===== src/sv/boot_info_framebuffer_tag_scan_macros.svh =====
// Assertion helpers shared by the tag scanner RTL.
`ifndef BOOT_INFO_FRAMEBUFFER_TAG_SCAN_MACROS_SVH
`define BOOT_INFO_FRAMEBUFFER_TAG_SCAN_MACROS_SVH

// Same-cycle implication, checked outside reset.
`define BIFTS_ASSERT_IMPLY(label, clk, rst_n, ante, cons) \
	label: assert property (@(posedge clk) disable iff (!rst_n) (ante) |-> (cons)) \
		else $error("bifts: implication check failed");

// Next-cycle implication, checked outside reset.
`define BIFTS_ASSERT_NEXT(label, clk, rst_n, ante, cons) \
	label: assert property (@(posedge clk) disable iff (!rst_n) (ante) |=> (cons)) \
		else $error("bifts: next-cycle check failed");

`endif


===== src/sv/bifts_pkg.sv =====
`timescale 1ns / 1ps
`default_nettype none

package bifts_pkg;

	typedef enum logic [1:0] {
		ST_ACCEPT  = 2'd0,
		ST_END     = 2'd1,
		ST_EXHAUST = 2'd2,
		ST_WRAP    = 2'd3
	} status_t;

	localparam logic [31:0] FB_TAG_TYPE   = 32'd8;
	localparam logic [31:0] FB_TAG_MIN    = 32'd32;
	localparam logic [31:0] END_TAG_TYPE  = 32'd0;
	localparam logic [31:0] FIRST_TAG_OFF = 32'd8;
	localparam logic [31:0] MIN_TOTAL     = 32'd16;
	localparam logic [7:0]  WANT_BPP      = 8'd32;
	localparam logic [7:0]  WANT_KIND     = 8'd1;

	// Byte offsets of header and framebuffer fields within a tag
	localparam logic [31:0] REL_KIND   = 32'd0;
	localparam logic [31:0] REL_SIZE   = 32'd4;
	localparam logic [31:0] REL_ADDR_L = 32'd8;
	localparam logic [31:0] REL_ADDR_H = 32'd12;
	localparam logic [31:0] REL_PITCH  = 32'd16;
	localparam logic [31:0] REL_WIDTH  = 32'd20;
	localparam logic [31:0] REL_HEIGHT = 32'd24;
	localparam logic [31:0] REL_FORMAT = 32'd28;

	typedef struct packed {
		status_t     status;
		logic [63:0] fb_addr;
		logic [31:0] fb_pitch;
		logic [31:0] fb_width;
		logic [31:0] fb_height;
		logic [7:0]  fb_bpp;
		logic [7:0]  fb_kind;
	} result_t;

endpackage

`default_nettype wire


===== src/sv/bifts_if.sv =====
`timescale 1ns / 1ps
`default_nettype none

interface bifts_in_if;
	logic        valid;
	logic        ready;
	logic [31:0] word;
	logic        first_word;

	modport source (output valid, output word, output first_word, input ready);
	modport sink (input valid, input word, input first_word, output ready);
endinterface

interface bifts_out_if;
	logic        valid;
	logic        ready;
	logic [1:0]  status;
	logic [63:0] fb_addr;
	logic [31:0] fb_pitch;
	logic [31:0] fb_width;
	logic [31:0] fb_height;
	logic [7:0]  fb_bpp;
	logic [7:0]  fb_kind;

	modport source (output valid, output status, output fb_addr, output fb_pitch,
		output fb_width, output fb_height, output fb_bpp, output fb_kind, input ready);
	modport sink (input valid, input status, input fb_addr, input fb_pitch,
		input fb_width, input fb_height, input fb_bpp, input fb_kind, output ready);
endinterface

`default_nettype wire


===== src/sv/boot_info_framebuffer_tag_scan.sv =====
// Framebuffer tag scanner for a multiboot2-style boot information structure.
// ingress (sink): one 32-bit word per handshake, in address order; first_word
//   marks the total-size word and restarts the scan, clearing captures.
// egress (source): one result word per scan: status (accepted, end tag, size
//   exhausted, offset wrapped) plus the last captured framebuffer fields.
// Throughput: one word per cycle while egress is not stalled. Every word does
//   a compare, a round-up and one 34-bit add/compare against the total size,
//   all combinational between the input register and the walk state.
// Path: an accepted word is held in the input register and its result is
//   kept in the output register (two register stages: input word, output result).
// After the result, words are dropped until the next first_word.
// Reset: scan is idle (words ignored until first_word), egress empty.
// Stall: while a result waits and egress.ready is low, the input register
//   holds; ingress.ready stays high only while that register is empty, so
//   at most one more word is taken during a stall.
`timescale 1ns / 1ps
`default_nettype none
`include "boot_info_framebuffer_tag_scan_macros.svh"

module boot_info_framebuffer_tag_scan
	import bifts_pkg::*;
(
	input  wire logic   clk,
	input  wire logic   arst_n,
	bifts_in_if.sink    ingress,
	bifts_out_if.source egress
);

	// input register stage
	logic        valid_s1;
	logic [31:0] word_s1;
	logic        first_s1;

	// output register
	logic        out_valid_q;
	result_t     out_res_q;

	logic        out_free;
	logic        fire;
	logic        res_valid;
	result_t     res;

	// the walk may step only if a result it makes has somewhere to go
	assign out_free      = !out_valid_q || egress.ready;
	assign fire          = valid_s1 && out_free;
	assign ingress.ready = !valid_s1 || out_free;

	always_ff @(posedge clk or negedge arst_n) begin
		if (!arst_n) begin
			valid_s1 <= 1'b0;
		end else if (ingress.ready) begin
			valid_s1 <= ingress.valid;
		end
	end

	always_ff @(posedge clk) begin
		if (ingress.ready && ingress.valid) begin
			word_s1  <= ingress.word;
			first_s1 <= ingress.first_word;
		end
	end

	bifts_walk u_walk (
		.clk        (clk),
		.arst_n     (arst_n),
		.fire       (fire),
		.word       (word_s1),
		.first_word (first_s1),
		.res_valid  (res_valid),
		.res        (res)
	);

	always_ff @(posedge clk or negedge arst_n) begin
		if (!arst_n) begin
			out_valid_q <= 1'b0;
		end else if (fire && res_valid) begin
			out_valid_q <= 1'b1;
		end else if (egress.ready) begin
			out_valid_q <= 1'b0;
		end
	end

	always_ff @(posedge clk) begin
		if (fire && res_valid) begin
			out_res_q <= res;
		end
	end

	assign egress.valid     = out_valid_q;
	assign egress.status    = out_res_q.status;
	assign egress.fb_addr   = out_res_q.fb_addr;
	assign egress.fb_pitch  = out_res_q.fb_pitch;
	assign egress.fb_width  = out_res_q.fb_width;
	assign egress.fb_height = out_res_q.fb_height;
	assign egress.fb_bpp    = out_res_q.fb_bpp;
	assign egress.fb_kind   = out_res_q.fb_kind;

	// a stalled input word must not be lost or changed
	`BIFTS_ASSERT_NEXT(a_s1_hold, clk, arst_n, valid_s1 && !out_free, valid_s1 && $stable(word_s1) && $stable(first_s1))
	// a result produced by the walk shows up on egress next cycle
	`BIFTS_ASSERT_NEXT(a_res_out, clk, arst_n, fire && res_valid, out_valid_q && (out_res_q.status == $past(res.status)))
	// an accepted framebuffer always meets the format rules
	`BIFTS_ASSERT_IMPLY(a_accept_fmt, clk, arst_n, out_valid_q && (out_res_q.status == ST_ACCEPT), (out_res_q.fb_bpp == WANT_BPP) && (out_res_q.fb_kind == WANT_KIND) && (out_res_q.fb_addr != 64'd0))

endmodule

`default_nettype wire


===== src/sv/bifts_walk.sv =====
`timescale 1ns / 1ps
`default_nettype none

module bifts_walk
	import bifts_pkg::*;
(
	input  wire logic        clk,
	input  wire logic        arst_n,
	input  wire logic        fire,
	input  wire logic [31:0] word,
	input  wire logic        first_word,
	output logic             res_valid,
	output result_t          res
);

	logic [31:0] byte_pos_q, byte_pos_d;
	logic [31:0] total_q, total_d;
	logic [31:0] tag_base_q, tag_base_d;
	logic [31:0] tag_kind_q, tag_kind_d;
	logic [31:0] tag_bytes_q, tag_bytes_d;
	logic [63:0] cap_addr_q, cap_addr_d;
	logic [31:0] cap_pitch_q, cap_pitch_d;
	logic [31:0] cap_width_q, cap_width_d;
	logic [31:0] cap_height_q, cap_height_d;
	logic [7:0]  cap_bpp_q, cap_bpp_d;
	logic [7:0]  cap_kind_q, cap_kind_d;
	logic        scan_over_q, scan_over_d;

	logic [31:0] rel;
	logic        capturing;
	logic [31:0] size_sel;
	logic [32:0] rnd;
	logic [31:0] adv;
	logic [32:0] next_off;
	logic [33:0] next_end;
	logic        adv_wrap, adv_exh;
	logic        do_adv;
	logic        fmt_ok;

	// Next-tag arithmetic: round size up to a multiple of 8, at least 8, then range checks; also capture and format tests
	always_comb begin
		rel       = byte_pos_q - tag_base_q;
		capturing = (tag_kind_q == FB_TAG_TYPE) && (tag_bytes_q >= FB_TAG_MIN);
		size_sel  = (rel == REL_SIZE) ? word : tag_bytes_q;
		rnd       = {1'b0, size_sel} + 33'd7;
		adv       = {rnd[31:3], 3'b000};
		if (adv == 32'd0) begin
			adv = 32'd8;
		end
		next_off = {1'b0, tag_base_q} + {1'b0, adv};
		next_end = {1'b0, next_off} + 34'd8;
		adv_wrap = next_end > 34'h0_FFFF_FFFF;
		adv_exh  = next_end > {2'b00, total_q};
		fmt_ok   = (cap_addr_q != 64'd0) && (cap_width_q != 32'd0)
			&& (cap_height_q != 32'd0) && (word[7:0] == WANT_BPP)
			&& (word[15:8] == WANT_KIND);
	end

	always_comb begin
		byte_pos_d   = byte_pos_q;
		total_d      = total_q;
		tag_base_d   = tag_base_q;
		tag_kind_d   = tag_kind_q;
		tag_bytes_d  = tag_bytes_q;
		cap_addr_d   = cap_addr_q;
		cap_pitch_d  = cap_pitch_q;
		cap_width_d  = cap_width_q;
		cap_height_d = cap_height_q;
		cap_bpp_d    = cap_bpp_q;
		cap_kind_d   = cap_kind_q;
		scan_over_d  = scan_over_q;
		res_valid    = 1'b0;
		res.status   = ST_ACCEPT;
		do_adv       = 1'b0;

		if (fire && first_word) begin
			byte_pos_d   = 32'd4;
			total_d      = word;
			tag_base_d   = FIRST_TAG_OFF;
			tag_kind_d   = 32'd0;
			tag_bytes_d  = 32'd0;
			cap_addr_d   = 64'd0;
			cap_pitch_d  = 32'd0;
			cap_width_d  = 32'd0;
			cap_height_d = 32'd0;
			cap_bpp_d    = 8'd0;
			cap_kind_d   = 8'd0;
			scan_over_d  = 1'b0;
			// first tag at 8 cannot wrap; too small a total ends here
			if (word < MIN_TOTAL) begin
				res_valid   = 1'b1;
				res.status  = ST_EXHAUST;
				scan_over_d = 1'b1;
			end
		end else if (fire && !scan_over_q) begin
			byte_pos_d = byte_pos_q + 32'd4;
			case (rel)
				REL_KIND: begin
					tag_kind_d  = word;
					tag_bytes_d = 32'd0;
					if (word == END_TAG_TYPE) begin
						res_valid   = 1'b1;
						res.status  = ST_END;
						scan_over_d = 1'b1;
					end
				end
				REL_SIZE: begin
					tag_bytes_d = word;
					if (!((tag_kind_q == FB_TAG_TYPE) && (word >= FB_TAG_MIN))) begin
						do_adv = 1'b1;
					end
				end
				REL_ADDR_L: begin
					if (capturing) begin
						cap_addr_d[31:0] = word;
					end
				end
				REL_ADDR_H: begin
					if (capturing) begin
						cap_addr_d[63:32] = word;
					end
				end
				REL_PITCH: begin
					if (capturing) begin
						cap_pitch_d = word;
					end
				end
				REL_WIDTH: begin
					if (capturing) begin
						cap_width_d = word;
					end
				end
				REL_HEIGHT: begin
					if (capturing) begin
						cap_height_d = word;
					end
				end
				REL_FORMAT: begin
					if (capturing) begin
						cap_bpp_d  = word[7:0];
						cap_kind_d = word[15:8];
						if (fmt_ok) begin
							res_valid   = 1'b1;
							res.status  = ST_ACCEPT;
							scan_over_d = 1'b1;
						end else begin
							do_adv = 1'b1;
						end
					end
				end
				default: begin
				end
			endcase

			if (do_adv) begin
				if (adv_wrap) begin
					res_valid   = 1'b1;
					res.status  = ST_WRAP;
					scan_over_d = 1'b1;
				end else if (adv_exh) begin
					res_valid   = 1'b1;
					res.status  = ST_EXHAUST;
					scan_over_d = 1'b1;
				end else begin
					tag_base_d = next_off[31:0];
				end
			end
		end

		res.fb_addr   = cap_addr_d;
		res.fb_pitch  = cap_pitch_d;
		res.fb_width  = cap_width_d;
		res.fb_height = cap_height_d;
		res.fb_bpp    = cap_bpp_d;
		res.fb_kind   = cap_kind_d;
	end

	always_ff @(posedge clk or negedge arst_n) begin
		if (!arst_n) begin
			byte_pos_q   <= 32'd0;
			total_q      <= 32'd0;
			tag_base_q   <= FIRST_TAG_OFF;
			tag_kind_q   <= 32'd0;
			tag_bytes_q  <= 32'd0;
			cap_addr_q   <= 64'd0;
			cap_pitch_q  <= 32'd0;
			cap_width_q  <= 32'd0;
			cap_height_q <= 32'd0;
			cap_bpp_q    <= 8'd0;
			cap_kind_q   <= 8'd0;
			scan_over_q  <= 1'b1;
		end else begin
			byte_pos_q   <= byte_pos_d;
			total_q      <= total_d;
			tag_base_q   <= tag_base_d;
			tag_kind_q   <= tag_kind_d;
			tag_bytes_q  <= tag_bytes_d;
			cap_addr_q   <= cap_addr_d;
			cap_pitch_q  <= cap_pitch_d;
			cap_width_q  <= cap_width_d;
			cap_height_q <= cap_height_d;
			cap_bpp_q    <= cap_bpp_d;
			cap_kind_q   <= cap_kind_d;
			scan_over_q  <= scan_over_d;
		end
	end

endmodule

`default_nettype wire

===== src/flat_wrapper.sv =====
// flat-port wrapper written by rule: the top's interface ports become plain ports
module boot_info_framebuffer_tag_scan_flat import bifts_pkg::*;
  (clk, arst_n, ingress_valid, ingress_word, ingress_first_word, ingress_ready, egress_valid, egress_status, egress_fb_addr, egress_fb_pitch, egress_fb_width, egress_fb_height, egress_fb_bpp, egress_fb_kind, egress_ready);
  bifts_in_if ingress_i ();
  bifts_out_if egress_i ();
  input  wire logic clk;
  input  wire logic arst_n;
  input wire logic [$bits(ingress_i.valid)-1:0] ingress_valid;
  input wire logic [$bits(ingress_i.word)-1:0] ingress_word;
  input wire logic [$bits(ingress_i.first_word)-1:0] ingress_first_word;
  output wire logic [$bits(ingress_i.ready)-1:0] ingress_ready;
  output wire logic [$bits(egress_i.valid)-1:0] egress_valid;
  output wire logic [$bits(egress_i.status)-1:0] egress_status;
  output wire logic [$bits(egress_i.fb_addr)-1:0] egress_fb_addr;
  output wire logic [$bits(egress_i.fb_pitch)-1:0] egress_fb_pitch;
  output wire logic [$bits(egress_i.fb_width)-1:0] egress_fb_width;
  output wire logic [$bits(egress_i.fb_height)-1:0] egress_fb_height;
  output wire logic [$bits(egress_i.fb_bpp)-1:0] egress_fb_bpp;
  output wire logic [$bits(egress_i.fb_kind)-1:0] egress_fb_kind;
  input wire logic [$bits(egress_i.ready)-1:0] egress_ready;
  assign ingress_i.valid = ingress_valid;
  assign ingress_i.word = ingress_word;
  assign ingress_i.first_word = ingress_first_word;
  assign ingress_ready = ingress_i.ready;
  assign egress_valid = egress_i.valid;
  assign egress_status = egress_i.status;
  assign egress_fb_addr = egress_i.fb_addr;
  assign egress_fb_pitch = egress_i.fb_pitch;
  assign egress_fb_width = egress_i.fb_width;
  assign egress_fb_height = egress_i.fb_height;
  assign egress_fb_bpp = egress_i.fb_bpp;
  assign egress_fb_kind = egress_i.fb_kind;
  assign egress_i.ready = egress_ready;
  boot_info_framebuffer_tag_scan u_core (.clk(clk), .arst_n(arst_n), .ingress(ingress_i), .egress(egress_i));
endmodule

===== config.mk =====
export PLATFORM = sky130hd
export DESIGN_NAME = boot_info_framebuffer_tag_scan_flat
export DESIGN_NICKNAME = d
export VERILOG_FILES = /design/src/sv/bifts_pkg.sv /design/src/sv/bifts_if.sv /design/src/sv/boot_info_framebuffer_tag_scan.sv /design/src/sv/bifts_walk.sv /design/src/flat_wrapper.sv
export VERILOG_INCLUDE_DIRS = /design/src /design/src/sv
export SDC_FILE = /design/constraint.sdc
export NUM_CORES = 1
export LEC_CHECK = 0
export BUFFER_PORTS_ARGS = -buffer_cell sky130_fd_sc_hd__buf_2
export CAP_MARGIN = 20
export CORE_AREA = 2 2 248 250
export CTS_BUF_LIST = sky130_fd_sc_hd__clkbuf_2
export DETAILED_ROUTE_END_ITERATION = 16
export DIE_AREA = 0 0 250 252
export GPL_ROUTABILITY_DRIVEN = 0
export PLACE_DENSITY_LB_ADDON = 0.2
export SETUP_SLACK_MARGIN = 0.05
export SLEW_MARGIN = 40
export SYNTH_ARGS = -nofsm -noshare
export SYNTH_HDL_FRONTEND = slang
export SYNTH_HIERARCHICAL = 1
export SYNTH_SLANG_ARGS = --single-unit

===== constraint.sdc =====
create_clock -name clk -period 50.6 [get_ports clk]
set_input_delay 10.12 -clock clk [delete_from_list [all_inputs] [get_ports clk]]
set_output_delay 10.12 -clock clk [all_outputs]
set_load 0.02 [all_outputs]

==> results.tsv, run 1 <==
stage	metric	value	unit
run_status	status	complete, no violations	
critical_path	cp_slowest_cell	nand3b_4	
min_path	holdCritPathClass	reg2reg	
synth	ys_seq_area_share	54.5	%
critical_path	crit_buf_inv	2	
power	totalPowerFinal	0.894	mW
timing	finalSetupTns	0	ns
synth	syn_inst	2691	
drt	initialDrtViolationCount	1691	
clock_network	post_cts_buffers	0	
critical_path	endpoint_kind	primary output	
power	power.static_leakage	13.7	nW
power	peakVddDrop	0.0204	mV
power	p_per_area	29.3	nW/µm²
critical_path	crit_chain	buf_2, nand3b_4, buf_2	
timing	slew_viol_final	0	
critical_path	critPathArrivalTime	10.57	ns
layout	fin_nets	3074	
drt	wl_met3	5.47	mm
layout	syn2layout_area_growth	12.9	%
timing	holdWs	0.498	ns
critical_path	cp.required	40.48	ns
critical_path	critPathTopFamily	buffers and inverters	
critical_path	max_stage_delay	0.16	ns
critical_path	path_max_fanout	3	
place	dp.cells	3583	
drt	wl_met2	38.9	mm
place	io_buffers	216	
global_routing	overflow	0	
layout	fillers	5621	
timing	hold_viol	0	
clock_network	cts_tree	done	
clock_network	cts_resized	0	
power	p_int	0.630	mW
synth	synth-async-reset-ratio	61.3	%
timing	worstMarginPinSlew	0.912	ns
timing	finalCritPeriodShare	40.9	%
floorplanning	pin_count	217	
place	post-dp-hpwl	54.4	mm
critical_path	cpMostUsedCell	buf_2	
global_routing	grt_pass1_vias	21600	
global_routing	grt_pass1_wl	124	mm
synth	synth_edf_count	211	
synth	ys.flop_type	dfrtp_1	
timing	grt_setup_unrepaired	no	
drt	routed_wirelength	81.1	mm
synth	synth_cell_types	86	
clock_network	clk_latency	1.39	ns
timing	period_needed	20.69	ns
power	p_comb_share	11.3	%
drt	drc_errors	0	
clock_network	clockRootBuffer	clkbuf_2	
layout	post-route-util	50.7	%
global_routing	grt_max_degree	103	
run	max-cap-violations	0	
drt	topRoutingLayerUsed	met5	
drt	wl_per_cell	21.1	µm
floorplanning	die_h	252	µm
synth	yosys_warnings	6	
timing	clock.fmax	48.3	MHz
clock_network	cts_made_buffers	141	
clock_network	cts_hold_buf	0	
power	switchingPower	0.264	mW
drt	first_pass_iters	5	
drt	viasPerCell	5.68	
floorplanning	die_w	250	µm
synth	yosys.area.top_type_share	30.8	%
synth	yosysTopAreaCell	dfrtp_1	
clock_network	htreeDepth	4	
global_routing	grt.total_usage	25.6	%
power	clock_power_share	36.0	%
clock_network	clock_path_buffers	3	
timing	slew_headroom	39.2	%
clock_network	cts_sinks	545	
timing	setup_viol	0	
synth	syn_area_per_cell	10.0	µm²
critical_path	ff2ff_setup_slack	37.49	ns
power	swShare	29.5	%
drt	drt-met1-wl	34.2	mm
synth	ys_top_cells_by_area	dfrtp_1 (31%), edfxtp_1 (23%), nand2_1 (6.0%), a21oi_1 (4.7%), ha_1 (4.1%)	
power	p_seq_share	52.7	%
critical_path	critical_path_class	in2out	
layout	final_cell_count_no_fill	3845	
synth	synth_seq_cells	545	
critical_path	cp-start-kind	input pin	
clock_network	clk_pin_slew_worst_paths	0.08	ns
synth	synth_area	27000	µm²
synth	synth_top_cells_by_count	nand2_1 (434), dfrtp_1 (332), a21oi_1 (251)	
drt	ant_nets	0	
floorplanning	start_util	44.9	%
timing	fin_skew	0.121	ns
synth	synthesis.nets	2818	
layout	drive_gt1_share	17.9	%
floorplanning	die_area	63000	µm²
synth	synth.most_common_cell	nand2_1	
global_routing	antenna_found_initial	4	
drt	vias	21800	
floorplanning	core_area	60100	µm²
floorplanning	fp-row-count	90	
==> flip-flops by register name, indices dropped and copies added (netlist names), 2 cells and up <==
signal                      count
u_core/u_walk/cap_pitch_q      32
u_core/u_walk/tag_base_q       29
u_core/u_walk/cap_kind_q        8
u_core/u_walk/tag_bytes_q      32
u_core/egress.fb_kind           8
u_core/egress.fb_bpp            8
u_core/u_walk/cap_addr_q       64
u_core/u_walk/cap_height_q     32
u_core/word_s1                 32
u_core/egress.fb_width         32
u_core/u_walk/cap_bpp_q         8
u_core/egress.fb_height        32
u_core/egress.fb_pitch         32
u_core/u_walk/cap_width_q      32
u_core/egress.status            2
u_core/u_walk/byte_pos_q       30
u_core/egress.fb_addr          64
u_core/u_walk/total_q          32
u_core/u_walk/tag_kind_q       32
==> final cells by class <==
type | count | area [µm²] | area share, %
Sequential cell | 545 | 14700 | 48.2
Multi-Input combinational cell | 1894 | 11400 | 37.4
Tap cell | 782 | 978 | 3.21
Clock buffer | 213 | 1070 | 3.50
Antenna cell | 6 | 15.0 | 0.0493
Timing Repair Buffer | 268 | 1640 | 5.37
Clock inverter | 40 | 303 | 0.994
Inverter | 97 | 364 | 1.20
==> worst paths after layout <==
check,start,end,cells after the start
max in group asynchronous,arst_n,u_core/u_walk/tag_base_q[11],4
hold reg to reg,u_core/u_walk/total_q[1],u_core/u_walk/total_q[1],2
hold / removal,u_core/u_walk/total_q[1],u_core/u_walk/total_q[1],2
setup reg to reg,u_core/u_walk/byte_pos_q[9],u_core/egress.fb_width[24],42
min in group asynchronous,arst_n,u_core/u_walk/cap_addr_q[41],1
setup / recovery,egress_ready,ingress_ready,3
==> tightest hold or removal path, cell delays in order, from the launching register on <==
cell and delay, ns:
dfrtp_1 0.36, nand2_1 0.05, nand2_1 0.06
==> layout by cell type (no fill, tap or decap), drive strengths merged, types with 11 or more instances in the layout <==
master,count
a21o,27
edfxtp,211
o21a,19
ha,89
nor3,45
and3,27
o21ai,109
mux2i,85
clkbuf,213
nand2,434
and4,11
xor2,58
or3,23
xnor2,84
nand4,45
inv,104
nor2b,14
a21oi,255
nand2b,11
nor4,68
and2,18
clkinv,26
dfrtp,332
nor2,217
buf,268
nand3,110
==> routing by layer <==
| layer | up-vias | track usage (%) |
|---|---|---|
| met3 | 156 | 5.19 |
| met2 | 870 | 41.8 |
| met1 | 10700 | 33.5 |
| met4 | 2 | 10.4 |
| li1 | 10100 | - |
| met5 | - | 0 |
==> per-stage QoR <==
stage | cell area (µm²) | setup WS, ns
CTS | 30400 | 29.89
finish | 30500 | 29.91
floorplan | 27000 | 30.18
global placement | 28800 | 29.89
detailed placement | 29000 | 29.89
global route | 30500 | 29.88
==> power by group through the flow <==
stage | Clock [mW] | Combinational [mW] | Sequential [mW]
6_report | 0.322 | 0.101 | 0.471
5_1_grt | 0.355 | 0.110 | 0.472
4_1_cts | 0.335 | 0.0986 | 0.471
3_5_place_dp | 0 | 0.0982 | 0.480
3_3_place_gp | 0 | 0.0923 | 0.482
2_1_floorplan | 0 | 0.0638 | 0.476
==> cells by family (layout without fill, tap and decap cells) <==
kind of cell | Yosys count | after routing | share of synthesized area, %
simple gates | 1063 | 1063 | 18.5
flops | 545 | 545 | 54.5
compound gates | 513 | 513 | 11.5
buf+inv | 252 | 618 | 3.60
xor+xnor | 142 | 142 | 4.61
fa+ha+maj | 90 | 90 | 4.20
mux | 85 | 85 | 3.15
other cells | 1 | 7 | 0.0139
Power figures use the tool's default switching activity.
==> inputs of run 2 (changes only) <==
==> constraint.sdc (replaced) <==
create_clock -name clk -period 18.7 [get_ports clk]
set_input_delay 3.74 -clock clk [delete_from_list [all_inputs] [get_ports clk]]
set_output_delay 3.74 -clock clk [all_outputs]
set_load 0.02 [all_outputs]
==> run 2 against run 1 <==
  * Utilization is 0.27 points lower
  * Non-clock buffer count is 5 lower
  * Sequential share of layout area is 0.26 points higher
  * Critical path type is now reg2reg
==> results.tsv, run 2 (synthesized netlist as in run 1, its figures left out) <==
stage	metric	value	unit	change
place	io_buffers	216		unchanged
layout	fin_area	30300	µm²	-0.53%
critical_path	critPathArrivalTime	13.26	ns	+2.69 ns
layout	fillers	5616		-0.089%
layout	post-route-util	50.4	%	-0.27 points
global_routing	antenna_found_initial	4		unchanged
critical_path	critPathTopFamily	simple AND/OR/NAND/NOR gates		
layout	seq_area	14700	µm²	unchanged
timing	holdWs	0.498	ns	+0.000564 ns
layout	syn2layout_area_growth	12.3	%	
floorplanning	die_w	250	µm	unchanged
timing	slew_viol_final	0		unchanged
clock_network	cts_sinks	545		unchanged
clock_network	clk_latency	1.35	ns	-0.04 ns
timing	slew_headroom	39.8	%	+0.55 points
timing	period_needed	12.31	ns	
run	max-cap-violations	0		unchanged
clock_network	post_cts_buffers	0		unchanged
timing	fin_skew	0.111	ns	-0.0105 ns
drt	routed_wirelength	81.6	mm	+0.65%
critical_path	path_max_fanout	97		+94
clock_network	cts_hold_buf	0		unchanged
timing	setup_viol	0		unchanged
drt	drc_errors	0		unchanged
clock_network	clockRootBuffer	clkbuf_2		
clock_network	clk_pin_slew_worst_paths	0.10	ns	+0.02 ns
global_routing	grt.total_usage	25.6	%	+0.036 points
power	p_per_area	78.3	nW/µm²	+170%
critical_path	critical_path_class	reg2reg		
timing	hold_viol	0		unchanged
place	pre_cts_slack	6.56	ns	-23.33 ns
clock_network	htreeDepth	4		unchanged
drt	initialDrtViolationCount	1975		+17%
floorplanning	die_area	63000	µm²	unchanged
critical_path	cp_slowest_cell	nor4_1		
run_status	status	complete, no violations		
floorplanning	die_h	252	µm	unchanged
timing	worstMarginPinSlew	0.903	ns	-0.00824 ns
clock_network	clock_path_buffers	3		unchanged
floorplanning	fp-row-count	90		unchanged
timing	setup_slack	6.39	ns	-23.52 ns
layout	drive_gt1_share	17.6	%	-0.31 points
power	peakVddDrop	0.0586	mV	+190%
global_routing	overflow	0		unchanged
layout	fin_nets	3070		-0.13%
drt	ant_nets	0		unchanged
layout	final_common_cell	nand2_1		
clock_network	cts_made_buffers	142		+0.71%
clock_network	cts_resized	0		unchanged
timing	grt_setup_unrepaired	no		
critical_path	cp.required	19.64	ns	-20.84 ns
critical_path	endpoint_kind	register		
drt	first_pass_iters	6		+1
global_routing	grt_max_degree	190		+84%
min_path	holdCritPathClass	reg2reg		
place	place_area	28900	µm²	-0.32%
floorplanning	start_util	44.9	%	unchanged
timing	finalSetupTns	0	ns	unchanged
drt	vias	21900		+0.10%
critical_path	crit_buf_inv	5		+3
place	post-dp-hpwl	54.7	mm	+0.58%
timing	clock.fmax	81.2	MHz	
layout	multi_input_area	11400	µm²	-0.14%
drt	wl_per_cell	21.2	µm	+0.65%
critical_path	max_stage_delay	0.71	ns	+0.55 ns
global_routing	grt_pass1_wl	124	mm	+0.33%
clock_network	cts_tree	done		
critical_path	cp-start-kind	register		
drt	viasPerCell	5.69		+0.10%
timing	finalCritPeriodShare	65.9	%	
floorplanning	core_area	60100	µm²	unchanged
global_routing	grt_pass1_vias	21500		-0.46%
power	power.static_leakage	13.9	nW	+1.3%
floorplanning	pin_count	217		unchanged
layout	final_cell_mix	nand2_1 (430), dfrtp_1 (332), a21oi_1 (251)		
-- run 2: cell types whose count changed in the layout (fill, tap and decap cells not counted), moves of 2 or more --
cell	previous run	this run
buf_4	33	36
buf_6	11	4
buf_8	3	1
bufinv_16	3	0
clkbuf_2	213	209
clkinv_1	23	34
clkinv_2	1	5
clkinv_4	1	4
diode_2	6	4
-- run 2: worst paths after layout --
check	startpoint	end	slack (ns)	cells past startpoint
max in group asynchronous	arst_n	u_core/u_walk/tag_bytes_q[9]	14.68	3
min in group asynchronous	arst_n	u_core/u_walk/cap_addr_q[48]	2.27	1
worst min register to register	u_core/u_walk/total_q[0]	u_core/u_walk/total_q[0]	0.50	2
worst min-delay path	u_core/u_walk/total_q[0]	u_core/u_walk/total_q[0]	0.50	2
worst max register to register	u_core/u_walk/tag_base_q[3]	u_core/egress.fb_addr[62]	6.39	43
worst max-delay path	u_core/u_walk/tag_base_q[3]	u_core/egress.fb_addr[62]	6.39	43
-- run 2: worst register-to-register path, delay by kind of cell, from the launching register on --
kind / cells / cell delay, ns
AO/OA/AOI/OAI: 12 / 2.61
AND/OR/NAND/NOR: 21 / 6.20
XOR/XNOR: 1 / 0.11
adder cells (fa/ha/maj): 4 / 1.24
flip-flops: 1 / 0.54
buffers and inverters: 5 / 1.21
-- run 2: report_power, final --
| group | leakage, nW | switching, mW | internal, mW | total (mW) |
|---|---|---|---|---|
| registers | 6.62 | 0.0167 | 1.26 | 1.27 |
| clock network | 0.982 | 0.520 | 0.309 | 0.828 |
| logic | 6.27 | 0.178 | 0.0936 | 0.272 |
| total | 13.9 | 0.714 | 1.66 | 2.37 |
-- run 2: cell type report --
cell class	instances	area share, %
Clock buffer	209	3.45
Tap cell	782	3.23
Multi-Input combinational cell	1894	37.6
Clock inverter	51	0.846
Antenna cell	4	0.0330
Inverter	97	1.20
Timing Repair Buffer	263	5.16
Sequential cell	545	48.5
-- run 2: through the flow --
step	std cells	power (mW)
3_3_place_gp	3575	1.55
4_1_cts	3837	2.39
5_1_grt	3844	2.49
2_1_floorplan	2691	1.46
6_report	3845	2.37
3_5_place_dp	3577	1.56
-- run 2: layer usage --
metal,vias to the layer above,global-route usage [%],share of wire [%]
met5,-,0,0.028
met1,10700,33.7,42
li1,10100,-,-
met4,4,10.7,3.5
met2,878,41.3,47
met3,184,5.48,7.0
==> inputs of run 3 (changes only) <==
==> constraint.sdc (replaced) <==
create_clock -name clk -period 11.4 [get_ports clk]
set_input_delay 2.28 -clock clk [delete_from_list [all_inputs] [get_ports clk]]
set_output_delay 2.28 -clock clk [all_outputs]
set_load 0.02 [all_outputs]
==> run 3 against run 2 <==
  * Fmax increased by 12%
  * Count of clock-buffer cells in the layout up 14
  * Highest routed layer is now met4
  * Cell count is 0.57% higher
  * Sequential power grew 64%
  * Non-clock buffer count up 14
  * Routed wire length rose by 1.8%
==> results.tsv, run 3 (synthesized netlist as in run 1, its figures left out) <==
stage	metric	value	unit	change
run_status	status	complete, no violations		
critical_path	max_stage_delay	0.57	ns	-0.14 ns
clock_network	clockRootBuffer	clkbuf_2		
min_path	holdCritPathClass	reg2reg		
floorplanning	die_w	250	µm	unchanged
timing	slew_headroom	39.2	%	-0.55 points
layout	final_common_cell	nand2_1		
timing	finalSetupTns	0	ns	unchanged
critical_path	endpoint_kind	register		
drt	routed_wirelength	83.1	mm	+1.8%
layout	fin_nets	3090		+0.65%
clock_network	clock_path_buffers	3		unchanged
timing	period_needed	10.96	ns	-1.35 ns
timing	finalCritPeriodShare	96.1	%	+30 points
clock_network	cts_hold_buf	0		unchanged
global_routing	grt.total_usage	26.3	%	+0.72 points
floorplanning	start_util	44.9	%	unchanged
run	max-cap-violations	0		unchanged
power	power.static_leakage	14.0	nW	+0.73%
global_routing	grt_max_degree	110		-42%
power	peakVddDrop	0.0770	mV	+32%
global_routing	overflow	0		unchanged
timing	setup_viol	0		unchanged
clock_network	htreeDepth	4		unchanged
critical_path	path_max_fanout	84		-13%
floorplanning	pin_count	217		unchanged
floorplanning	fp-row-count	90		unchanged
drt	drc_errors	0		unchanged
floorplanning	die_h	252	µm	unchanged
drt	vias	22000		+0.56%
layout	syn2layout_area_growth	13.8	%	
timing	holdWs	0.490	ns	-0.00845 ns
critical_path	critical_path_class	reg2reg		
critical_path	critPathArrivalTime	11.84	ns	-1.42 ns
timing	slew_viol_final	0		unchanged
critical_path	cp_slowest_cell	or4_1		
layout	final_cell_mix	nand2_1 (428), dfrtp_1 (332), a21oi_1 (249)		
layout	fin_area	30700	µm²	+1.4%
clock_network	cts_sinks	545		unchanged
global_routing	grt_pass1_vias	21800		+1.3%
drt	initialDrtViolationCount	2175		+10%
timing	fin_skew	0.0967	ns	-0.0141 ns
drt	ant_nets	0		unchanged
drt	wl_per_cell	21.5	µm	+1.2%
clock_network	clk_pin_slew_worst_paths	0.08	ns	-0.02 ns
timing	clock.fmax	91.2	MHz	+12%
layout	drive_gt1_share	18.9	%	+1.3 points
place	place_area	29200	µm²	+0.90%
place	io_buffers	216		unchanged
drt	first_pass_iters	6		unchanged
power	p_per_area	131	nW/µm²	+67%
clock_network	cts_tree	done		
timing	worstMarginPinSlew	0.912	ns	+0.00831 ns
global_routing	antenna_found_initial	2		-2
floorplanning	core_area	60100	µm²	unchanged
timing	hold_viol	0		unchanged
place	post-dp-hpwl	56.0	mm	+2.4%
clock_network	cts_made_buffers	148		+4.2%
drt	viasPerCell	5.69		about the same
critical_path	cp.required	12.28	ns	-7.36 ns
clock_network	clk_latency	1.32	ns	-0.03 ns
global_routing	grt_pass1_wl	127	mm	+2.3%
floorplanning	die_area	63000	µm²	unchanged
layout	fillers	5530		-1.5%
critical_path	cp-start-kind	register		
run 3: cell count changes in the layout (fill, tap and decap cells not counted), sizes merged:
| cell | before | now |
|---|---|---|
| clkinv | 43 | 35 |
| clkbuf | 210 | 223 |
| inv | 102 | 100 |
| bufinv | 0 | 4 |
| buf | 262 | 277 |
run 3: metal layers:
metal	up-vias	global-route usage [%]	routed length, µm
li1	10200	-	-
met1	10700	35.1	35200
met2	926	42.5	39300
met3	169	5.39	5970
met4	0	10.3	2680
met5	-	0	0
run 3: timing repair:
| action | in CTS | in global routing |
|---|---|---|
| gates resized for setup | 0 | 6 |
| setup buffers | 0 | 2 |
| setup endpoints to repair | 0 | 207 |
run 3: final timing paths:
path | cells after the start | slack (ns) | end | start
setup / recovery | 39 | 0.44 | u_core/egress.fb_height[5] | u_core/u_walk/byte_pos_q[9]
hold / removal | 2 | 0.49 | u_core/u_walk/total_q[0] | u_core/u_walk/total_q[0]
setup reg to reg | 39 | 0.44 | u_core/egress.fb_height[5] | u_core/u_walk/byte_pos_q[9]
hold reg to reg | 2 | 0.49 | u_core/u_walk/total_q[0] | u_core/u_walk/total_q[0]
max in group asynchronous | 3 | 9.02 | u_core/u_walk/total_q[7] | arst_n
min in group asynchronous | 1 | 0.81 | u_core/u_walk/cap_addr_q[46] | arst_n
run 3: final cells by class:
type	instances	area [µm²]	share of cell area [%]
Antenna cell	4	10.0	0.0326
Clock buffer	223	1120	3.63
Clock inverter	45	308	1.00
Inverter	97	364	1.19
Multi-Input combinational cell	1894	11500	37.6
Sequential cell	545	14700	47.9
Tap cell	782	978	3.19
Timing Repair Buffer	277	1700	5.55
run 3: critical path: cells and delay by family (launching register included):
family,cells,cell delay [ns]
compound gates,12,2.88
xor+xnor,1,0.16
fa+ha+maj,4,1.41
buf+inv,3,0.68
flops,1,0.45
mux,1,0.14
simple gates,18,4.80
run 3: stage by stage:
stage	utilization (%)	power, mW	cells	worst slack [ns]
global route	51.1	4.22	3867	-0.118
finish	51.1	4.02	3867	0.440
floorplan	-	2.41	2691	0.0784
CTS	50.9	4.06	3859	0.545
detailed placement	48.5	2.58	3591	0.583
global placement	48.2	2.56	3582	0.841
run 3: power by group:
part           total (mW)  switching, mW  internal [mW]
Sequential           2.08         0.0255           2.06
Combinational       0.473          0.306          0.167
Clock                1.47          0.849          0.616
